$ cat src/design/csh_ram.sv
// ----------------------------------------------------------------------------
// csh_ram
// Generic simple dual port RAM, one write port, one registered read port.
// ----------------------------------------------------------------------------
module csh_ram #(
	parameter int WIDTH = 8,
	parameter int DEPTH = 16
) (
	input  logic                     clk,
	input  logic                     we,
	input  logic [$clog2(DEPTH)-1:0] waddr,
	input  logic [WIDTH-1:0]         wdata,
	input  logic [$clog2(DEPTH)-1:0] raddr,
	output logic [WIDTH-1:0]         rdata
);

	logic [WIDTH-1:0] mem [DEPTH];

	// write and registered read
	always_ff @(posedge clk) begin
		if (we) begin
			mem[waddr] <= wdata;
		end
		rdata <= mem[raddr];
	end

endmodule

$ cat config.mk
export PLATFORM = sky130hd
export DESIGN_NAME = csh_ram
export DESIGN_NICKNAME = d
export VERILOG_FILES = /design/src/design/csh_ram.sv
export SDC_FILE = /design/constraint.sdc
export NUM_CORES = 1
export LEC_CHECK = 0
export BUFFER_PORTS_ARGS = -buffer_cell sky130_fd_sc_hd__buf_2
export CAP_MARGIN = 30
export CORE_MARGIN = 4
export CORE_UTILIZATION = 55
export DETAILED_ROUTE_END_ITERATION = 10
export GPL_TIMING_DRIVEN = 0
export MAX_ROUTING_LAYER = met4
export PLACE_DENSITY = 0.73
export SYNTH_ARGS = -nofsm -noshare
export SYNTH_HDL_FRONTEND = slang
export SYNTH_SLANG_ARGS = --single-unit
$ cat constraint.sdc
create_clock -name clk -period 4.8 [get_ports clk]
set_clock_uncertainty 0.1 [all_clocks]
set_input_delay 0.48 -clock clk [delete_from_list [all_inputs] [get_ports clk]]
set_output_delay 0.48 -clock clk [all_outputs]
set_load 0.005 [all_outputs]
==> key figures <==
Yosys
  – Synth Area in Compound Gates: 2.33%
  – Register area share after synthesis: 77.8%
  – Avg Inst Size Synth: 22.5 um^2
  – Post-synth EDFFs: 128
  – Post-synthesis mux area share: 15.0%
  – Cell variety after synth: 19
  – Largest family of logic cells by synthesized area: multiplexers
  – Cells after Synth: 229
  – Yosys warning count: 0
  – Area share of xor/xnor cells in the synthesized design: 0%
  – Simple-gate share of the synthesized area: 3.18%
  – Post-Syn Nets: 247
  – Synth Area in Adders: 0%
  – Ys flop type: edfxtp_1
  – Post-synthesis cell area: 5150 um^2
  – Yosys reg bits: 136
  – Ys async rst share: 0%

Drt
  – Wire length per cell after detailed routing: 23.8 um
  – Initial DRT Pass Iterations: 4
  – Vias per cell: 6.04
  – ANT nets after route: 0
  – Final Routed Wirelength: 9510 um
  – Initial drt markers: 192
  – Routed vias: 2415
  – Drt drc: 0

Worst setup path
  – Cells along the critical path: buf_2 -> or3b_2 -> nor2_1
  – Top cell family by delay on the critical path: simple AND/OR/NAND/NOR gates
  – Critical setup path kind: in2reg
  – Crit path buffers/inverters: 1
  – Worst EP required: 4.84 ns
  – Slowest CP cell: nor2_1
  – Critical Path Fanout Max: 8
  – Crit-path max cell delay: 0.63 ns
  – WP data arrival: 1.76 ns
  – Critical path capture point type: register
  – CP Launch Type: input port
  – Reg2Reg Setup Slack: 3.30 ns

Clock network
  – Number of buffers created by CTS: 17
  – Post-CTS setup buffers: 0
  – Clk slew on worst S/H paths: 0.06 ns
  – CTS Root Cell: clkbuf_8
  – CTS tree: done
  – Cts repair resizes: 0
  – Clock latency on the worst-skew pair: 0.51 ns
  – Hold buffers post-CTS: 0
  – H-tree depth: 4
  – Worst-case clock buffer depth: 2
  – Clk sinks: 136

Floorplan
  – Core area: 9200 um^2
  – Die height: 105 um
  – Std-Cell Rows: 35
  – Starting Density: 56.0%
  – Die outline width: 105 um
  – IO Pins: 26
  – Die ar.: 11000 um^2

Placed design
  – Detailed Place HPWL: 5940 um
  – Buffers added on ports: 24
  – Dpl cells: 368
  – Routability congestion estimate: 0.739

Flow run
  – Number of max-cap violations: 0

Layout
  – Area grow syn2layout: 17.6%
  – Most common cell after layout, fill and taps aside: edfxtp_1
  – Most frequent cells in the layout: edfxtp_1 (128), buf_2 (30), mux4_2 (18), a22oi_1 (16), clkbuf_16 (16)
  – Layout cells sized above 1: 29.4%
  – Ant diodes: 0
  – Final core utilization: 65.8%
  – Non-filler cells, final: 400
  – Nets: 294

STA
  – Final setup viols: 0
  – Period utilization: 35.9%
  – Worst Tran Pin Value: 0.798 ns
  – Max-slew violations: 0
  – Relative slew slack: 46.6%
  – Fin crit period: 1.72 ns
  – RSZ-0062 raised after global routing: no
  – Setup TNS: 0 ns
  – Max Clock Freq: 0.580 GHz
  – Final Hold Vio Count: 0

GRT
  – First-pass GRT wire length: 14200 um
  – Vias in the first global route: 2422
  – Largest net degree at the start of global routing: 17
  – Initial antenna violation count: 0
  – Overflow after GRT: 0
  – GRT Util Overall: 18.8%

Worst hold path
  – Hold crit path type: in2reg

Power
  – Pwr Total: 0.00282 W
  – Worst vdd ir: 0.219 mV
  – Leakage: 2.05 nW
  – Power Density: 465 nW/um^2

Status
  – Status: finished, final reports clean
==> registers in the layout, summed over array words and instances (netlist names) <==
signal / flops
rdata: 8
mem: 128
==> final cells by class <==
| type | count | area, um^2 |
|---|---|---|
| clock inverters | 14 | 205 |
| repair buffers | 28 | 143 |
| fillers | 572 | 3140 |
| well taps | 111 | 139 |
| multi-input cells | 83 | 1060 |
| plain buffers | 10 | 86.3 |
| clock buffers | 18 | 418 |
| flip-flops and latches | 136 | 4000 |
==> power by group <==
part / total (W) / switching (W) / leakage [nW] / internal (W)
registers: 0.00133 / 0.00000598 / 1.22 / 0.00133
clock network: 0.00136 / 0.000468 / 0.290 / 0.000889
logic: 0.000124 / 0.0000715 / 0.537 / 0.0000530
==> metal layers <==
layer / track usage (%) / up-vias / part of all wire, %
met3: 3.95 / 14 / 5.0
li1: - / 1069 / -
met5: - / - / 0
met1: 26.0 / 1250 / 44
met2: 27.4 / 82 / 49
met4: 8.34 / 0 / 2.0
==> synth_stat cells, types with 2 or more instances <==
| library cell | number | area share (%) |
|---|---|---|
| edfxtp_1 | 128 | 75 |
| mux4_2 | 18 | 7.9 |
| buf_2 | 3 | 0.29 |
| mux4_1 | 14 | 7.1 |
| nand2_1 | 9 | 0.66 |
| nor2_1 | 13 | 0.95 |
| nand2b_1 | 2 | 0.24 |
| a22oi_1 | 16 | 2.3 |
| clkdlybuf4s25_2 | 3 | 0.58 |
| nor3_1 | 4 | 0.39 |
| dfxtp_1 | 8 | 3.1 |
| nand3b_1 | 2 | 0.29 |
| buf_6 | 3 | 0.66 |
==> logic make-up after synthesis <==
family                 after synthesis
and+or+nand+nor                     35
muxes                               32
DFF                                136
buffers and inverters               10
AOI/OAI and AO/OA                   16
==> worst paths after layout <==
| check | from | endpoint | cells after the start |
|---|---|---|---|
| min | wdata[6] | mem[6][6] | 1 |
| min reg2reg | mem[8][3] | rdata[3] | 3 |
| max reg2reg | mem[2][4] | rdata[4] | 3 |
| max | waddr[2] | mem[1][4] | 3 |
==> per-stage QoR <==
stage | setup slack, ns | cell area [um^2] | hold slack, ns
finish | 3.08 | 6050 | 0.265
global route | 2.98 | 6050 | 0.260
CTS | 3.08 | 6050 | 0.253
detailed placement | 2.56 | 5430 | 0.564
global placement | 2.17 | 5410 | 0.552
floorplan | 2.73 | 5150 | 0.479
Note: power is estimated with default switching activity, not from simulation.
