$ cat config.mk
export PLATFORM = sky130hd
export DESIGN_NAME = csh_hash
export DESIGN_NICKNAME = d
export VERILOG_FILES = /design/src/design/csh_pkg.sv /design/src/design/csh_hash.sv
export SDC_FILE = /design/constraint.sdc
export NUM_CORES = 2
export LEC_CHECK = 0
export BUFFER_PORTS_ARGS = -buffer_cell sky130_fd_sc_hd__buf_2
export CORE_MARGIN = 5
export CORE_UTILIZATION = 50
export CTS_BUF_LIST = sky130_fd_sc_hd__clkbuf_8
export DETAILED_ROUTE_END_ITERATION = 16
export HOLD_SLACK_MARGIN = 0.15
export PLACE_DENSITY = 0.77
export SYNTH_ARGS = -nofsm -noshare
export SYNTH_HDL_FRONTEND = slang
export SYNTH_SLANG_ARGS = --single-unit
$ cat constraint.sdc
create_clock -name clk -period 6.55 [get_ports clk]
set_input_delay 1.6375 -clock clk [delete_from_list [all_inputs] [get_ports clk]]
set_output_delay 1.6375 -clock clk [all_outputs]
set_load 0.02 [all_outputs]
$ cat src/design/csh_pkg.sv
// ----------------------------------------------------------------------------
// csh_pkg
// Shared types, codes and defaults of the chained hash set engine.
// ----------------------------------------------------------------------------
package csh_pkg;

	localparam int CAPACITY_DEF     = 1024;
	localparam int MAX_BUCKETS_DEF  = 1024;
	localparam int INIT_BUCKETS_DEF = 8;

	localparam int KEY_W   = 64;
	localparam int CNT_W   = 11;
	localparam int MULT_W  = 10;
	localparam int ADD_W   = 17;
	localparam int CHAIN_W = 11;
	localparam int CFGI_W  = 3;

	// operation codes
	localparam logic [1:0] KIND_INSERT = 2'd0;
	localparam logic [1:0] KIND_REMOVE = 2'd1;

	// status codes
	localparam logic [1:0] ST_OK     = 2'd0;
	localparam logic [1:0] ST_MISS   = 2'd1;
	localparam logic [1:0] ST_FULL   = 2'd2;

	// configuration register indexes
	typedef enum logic [CFGI_W-1:0] {
		CFG_MULT,
		CFG_ADD,
		CFG_MOD,
		CFG_MAX_CHAIN,
		CFG_MIN_CHAIN
	} cfg_idx_t;

	localparam logic [KEY_W-1:0]  MOD_RESET = 64'd4294967311;
	localparam logic [CHAIN_W-1:0] MAX_CHAIN_RESET = 11'd10;
	localparam logic [CHAIN_W-1:0] MIN_CHAIN_RESET = 11'd5;

	typedef struct packed {
		logic [1:0]       kind;
		logic [KEY_W-1:0] key;
	} in_item_t;

	typedef struct packed {
		logic [1:0]       status;
		logic [CNT_W-1:0] key_count;
		logic [CNT_W-1:0] bucket_count;
	} out_item_t;

	// hash coefficients handed to the hash unit
	typedef struct packed {
		logic [MULT_W-1:0] mult;
		logic [ADD_W-1:0]  add;
		logic [KEY_W-1:0]  modulus;
	} hash_cfg_t;

	typedef struct packed {
		logic             start;
		logic [KEY_W-1:0] key;
	} hash_req_t;

	typedef enum logic [1:0] {
		H_IDLE,
		H_MOD1,
		H_MOD2,
		H_DONE
	} hash_state_t;

	typedef enum logic [4:0] {
		S_CLR,
		S_IDLE,
		S_HASH,
		S_HEAD,
		S_WALK,
		S_DECIDE,
		S_POP,
		S_INS,
		S_REM2,
		R_HEAD,
		R_HEADW,
		R_MOVE,
		P_POP,
		P_KEY,
		P_HASH,
		P_LINK,
		S_FIN
	} main_state_t;

endpackage

$ cat src/design/csh_hash.sv
// ----------------------------------------------------------------------------
// csh_hash
// Bucket hash: (mult*key+add) mod modulus mod nb, using a bit-serial
// restoring remainder unit shared by both reductions.
// ----------------------------------------------------------------------------
module csh_hash
	import csh_pkg::*;
#(
	parameter int MAX_BUCKETS = MAX_BUCKETS_DEF
) (
	input  logic                             clk,
	input  logic                             arst_n,
	input  hash_cfg_t                        cfg,
	input  hash_req_t                        req,
	input  logic [$clog2(MAX_BUCKETS+1)-1:0] nb,
	output logic                             done,
	output logic [$clog2(MAX_BUCKETS)-1:0]   bucket
);

	localparam int BW = $clog2(MAX_BUCKETS);

	hash_state_t      state_q, state_d;
	logic [KEY_W-1:0] div_q, rem_q, den_q;
	logic [5:0]       cnt_q;
	logic [KEY_W:0]   trial;
	logic             ge;
	logic [KEY_W-1:0] rem_n;
	logic [KEY_W-1:0] prod;

	function automatic logic [KEY_W-1:0] key_mul(input logic [KEY_W-1:0] k,
			input logic [MULT_W-1:0] m);
		key_mul = k * {{(KEY_W-MULT_W){1'b0}}, m};
	endfunction

	// affine step, 64-bit wrap
	assign prod = key_mul(req.key, cfg.mult) + {{(KEY_W-ADD_W){1'b0}}, cfg.add};

	// one restoring remainder step
	assign trial = {rem_q, div_q[KEY_W-1]};
	assign ge    = trial >= {1'b0, den_q};
	assign rem_n = ge ? KEY_W'(trial - {1'b0, den_q}) : trial[KEY_W-1:0];

	// next state
	always_comb begin
		state_d = state_q;
		unique case (state_q)
			H_IDLE: if (req.start) state_d = (cfg.modulus != '0) ? H_MOD1 : H_MOD2;
			H_MOD1: if (cnt_q == 6'd63) state_d = H_MOD2;
			H_MOD2: if (cnt_q == 6'd63) state_d = H_DONE;
			H_DONE: state_d = H_IDLE;
			default: state_d = H_IDLE;
		endcase
	end

	// outputs
	always_comb begin
		done   = (state_q == H_DONE);
		bucket = rem_q[BW-1:0];
	end

	always_ff @(posedge clk or negedge arst_n) begin
		if (!arst_n) begin
			state_q <= H_IDLE;
		end else begin
			state_q <= state_d;
		end
	end

	// datapath
	always_ff @(posedge clk) begin
		unique case (state_q)
			H_IDLE: begin
				div_q <= prod;
				rem_q <= '0;
				cnt_q <= '0;
				den_q <= (cfg.modulus != '0) ? cfg.modulus : KEY_W'(nb);
			end
			H_MOD1: begin
				cnt_q <= cnt_q + 6'd1;
				if (cnt_q == 6'd63) begin
					div_q <= rem_n;
					rem_q <= '0;
					den_q <= KEY_W'(nb);
				end else begin
					div_q <= div_q << 1;
					rem_q <= rem_n;
				end
			end
			H_MOD2: begin
				cnt_q <= cnt_q + 6'd1;
				div_q <= div_q << 1;
				rem_q <= rem_n;
			end
			default: begin
				cnt_q <= '0;
			end
		endcase
	end

endmodule

==> results.yml <==
synthesis:
  yosys.area.top_type: "fa_1"
  syn-instance-count: 3633
  synth_simple_gate_area_share_pct: 18.0
  ys_ff_latch: 200
  yosys.area.top_type_share_pct: 29.3
  synthTopCellsByCount: "inv_1 (611), nand2_1 (487), fa_1 (471)"
  synthTopCellsByArea: "fa_1 (29%), edfxtp_1 (18%), ha_1 (7.7%)"
  muxShareOfSynthArea_pct: 1.10
  synth_edf_count: 192
  avgSynthCellArea_um2: 8.85
  ys_async_sr_fraction_pct: 1.00
  synth_area_um2: 32200
  synthXorXnorAreaFrac_pct: 3.65
  synth_compound_gate_area_share_pct: 11.8
  synth_cell_types: 83
  synth_top_family_by_area: "adder cells"
  ys_seq_area_share_pct: 18.5
  synthFlopType: "edfxtp_1"
  synth_adder_area_share_pct: 37.1
  post-synth-top-count-cell: "inv_1"
  yosysWarnings: 0
  synth_nets: 4472
final_layout:
  drive_gt1_share_pct: 23.6
  area_growth_pct: 22.8
  layout.cells.non_filler: 4937
  nFillCells: 5027
  nets: 4904
  post-route-util_pct: 61.6
sta:
  fin_hold_ws_ns: 0.448
  slew_headroom_pct: 32.4
  period_share_pct: 105
  tns_ns: -4.52
  tightest_slew_ns: 1.00
  rsz0062_at_grt: "true"
  drv_slew: 0
  fmax_ghz: 0.146
  fin_crit_ns: 6.86
  finalSetupViolCount: 28
  final_hold_viol_count: 0
  fin_ws_ns: -0.305
  clock_skew_ns: 0.0266
grt:
  grt-ovfl-total: 0
  grt_usage_pct: 26.8
  grt_pass1_vias: 28137
  grt_pass1_wl_um: 151000
  antenna_found_initial: 5
  grt_max_degree: 69
placed_design:
  port_buffers: 179
  hpwl_um: 74100
  place_congestion: 0.949
  dp_cells: 4811
setup_path:
  cp_data_required_time_ns: 6.83
  cp.arrival_ns: 7.13
  crit_buf_inv: 9
  cp_max_fo: 7
  cp_slowest_cell: "fa_2"
  max_stage_delay_ns: 0.54
  endpoint_kind: "flip-flop"
  crit_type: "input pin to flip-flop"
  crit_family: "adder cells"
  timing.rr.start: "rem_q[37]"
  critPathMostFrequentCell: "buf_12"
  crit_start: "cfg[87]"
  critPathLaunchType: "input pin"
clock_tree:
  cts.htree.levels: 4
  clk_latency_ns: 0.55
  clkTransAtPathRegs_ns: 0.11
  cts_tree: "yes"
  clkSinkCount: 200
  numCtsBuffers: 17
  cts_buffer_depth: 2
  hold_buffers: 0
  clockRootBuffer: "clkbuf_8"
floorplanning:
  io_pins: 180
  die_area_um2: 69500
  fp.dieW_um: 264
  die_h_um: 264
  core_area_um2: 64100
  row_count: 93
  start_util_pct: 50.1
drt:
  first_pass_iters: 5
  wirelength_um: 97000
  remaining_drc_errors: 0
  final_antenna_net_count: 0
  drt_iter0_markers: 2358
  drt-wirelength-per-cell_um: 19.7
  vias_per_cell: 5.62
  dr_total_vias: 27747
hold_path:
  worstHoldStart: "cnt_q[0]"
  hold_path_class: "flip-flop to flip-flop"
outcome:
  violations: "negative setup slack"
  status: "finished with violations"
run:
  maxCapViolCount: 0
[cells in the final DEF (no fill, tap or decap), types with 31 or more instances in the layout]
cell type,instances
inv_2,31
xnor2_1,74
a21oi_1,145
nor2_1,144
nand4_1,40
nand2_1,446
fa_1,443
o221ai_1,41
o21ai_0,92
inv_1,579
buf_2,165
nand2_2,31
ha_4,36
ha_1,160
a21o_1,52
buf_4,377
xor2_1,47
nand3_1,32
and2_1,330
edfxtp_1,192
buf_6,38
[per-layer routing]
layer  GRT usage, %  up-vias  routed length (µm)
met1           38.0    13624               41500
met3           4.51      206                7440
li1               -    12593                   -
met4           7.06        2                2900
met5              0        -                  17
met2           43.1     1322               45200
[stage by stage]
| stage | instance area (µm²) | worst slack [ns] |
|---|---|---|
| CTS | 38400 | -0.179 |
| finish | 39500 | -0.305 |
| floorplan | 33300 | -0.349 |
| global placement | 36700 | -0.908 |
| detailed placement | 36700 | -1.05 |
| global route | 39500 | -0.397 |
[sequential cells by signal, indices dropped and copies added (netlist names)]
signal and count:
den_q 64, state_q 2, cnt_q 6, div_q 64, rem_q 64
[cell families after synthesis]
group,count (synthesis)
buffers and inverters,826
multiplexers,34
AND/OR/NAND/NOR,1185
XOR/XNOR,134
adder cells (fa/ha/maj),670
AO/OA/AOI/OAI,584
flip-flops,200
[timing repair]
action                                  4_1_cts  5_1_grt
endpoints found under the hold margin         0        0
gates cloned                                  8        1
gates resized for setup                     142      173
pin swaps                                   105      151
setup buffers                                45       44
endpoints found under the setup margin       41       43
[worst register-to-register path, cell delays in order (launching register included)]
cell and delay (ns):
edfxtp_1 0.47, ha_1 0.47, nand2_1 0.16, nor3_1 0.75
nand3_1 0.16, a211o_1 0.38, a2111oi_4 0.46, or2_2 0.63
buf_4 0.47, mux2i_1 0.41, o221ai_1 0.19
[path summary, 6_finish.rpt]
kind	slack (ns)	depth (start not counted)	to
worst min register to register	0.45	1	cnt_q[0]
worst min-delay path	0.45	1	cnt_q[0]
worst max register to register	1.73	10	div_q[39]
min in group asynchronous	0.84	1	state_q[1]
max in group asynchronous	5.62	1	state_q[0]
worst max-delay path	-0.31	26	div_q[44]
[final cells by class]
class / instances / area (µm²) / area share (%)
Multi-Input combinational cell: 2607 / 24700 / 62.5
Sequential cell: 200 / 5940 / 15.0
Clock inverter: 15 / 185 / 0.469
Antenna cell: 4 / 10.0 / 0.0254
Clock buffer: 17 / 234 / 0.593
Inverter: 611 / 2300 / 5.82
Tap cell: 855 / 1070 / 2.71
Timing Repair Buffer: 628 / 5050 / 12.8
Power is left out: the tool's default activity adds up to more than one toggle a clock period on the data nets, which glitch-free logic cannot reach.
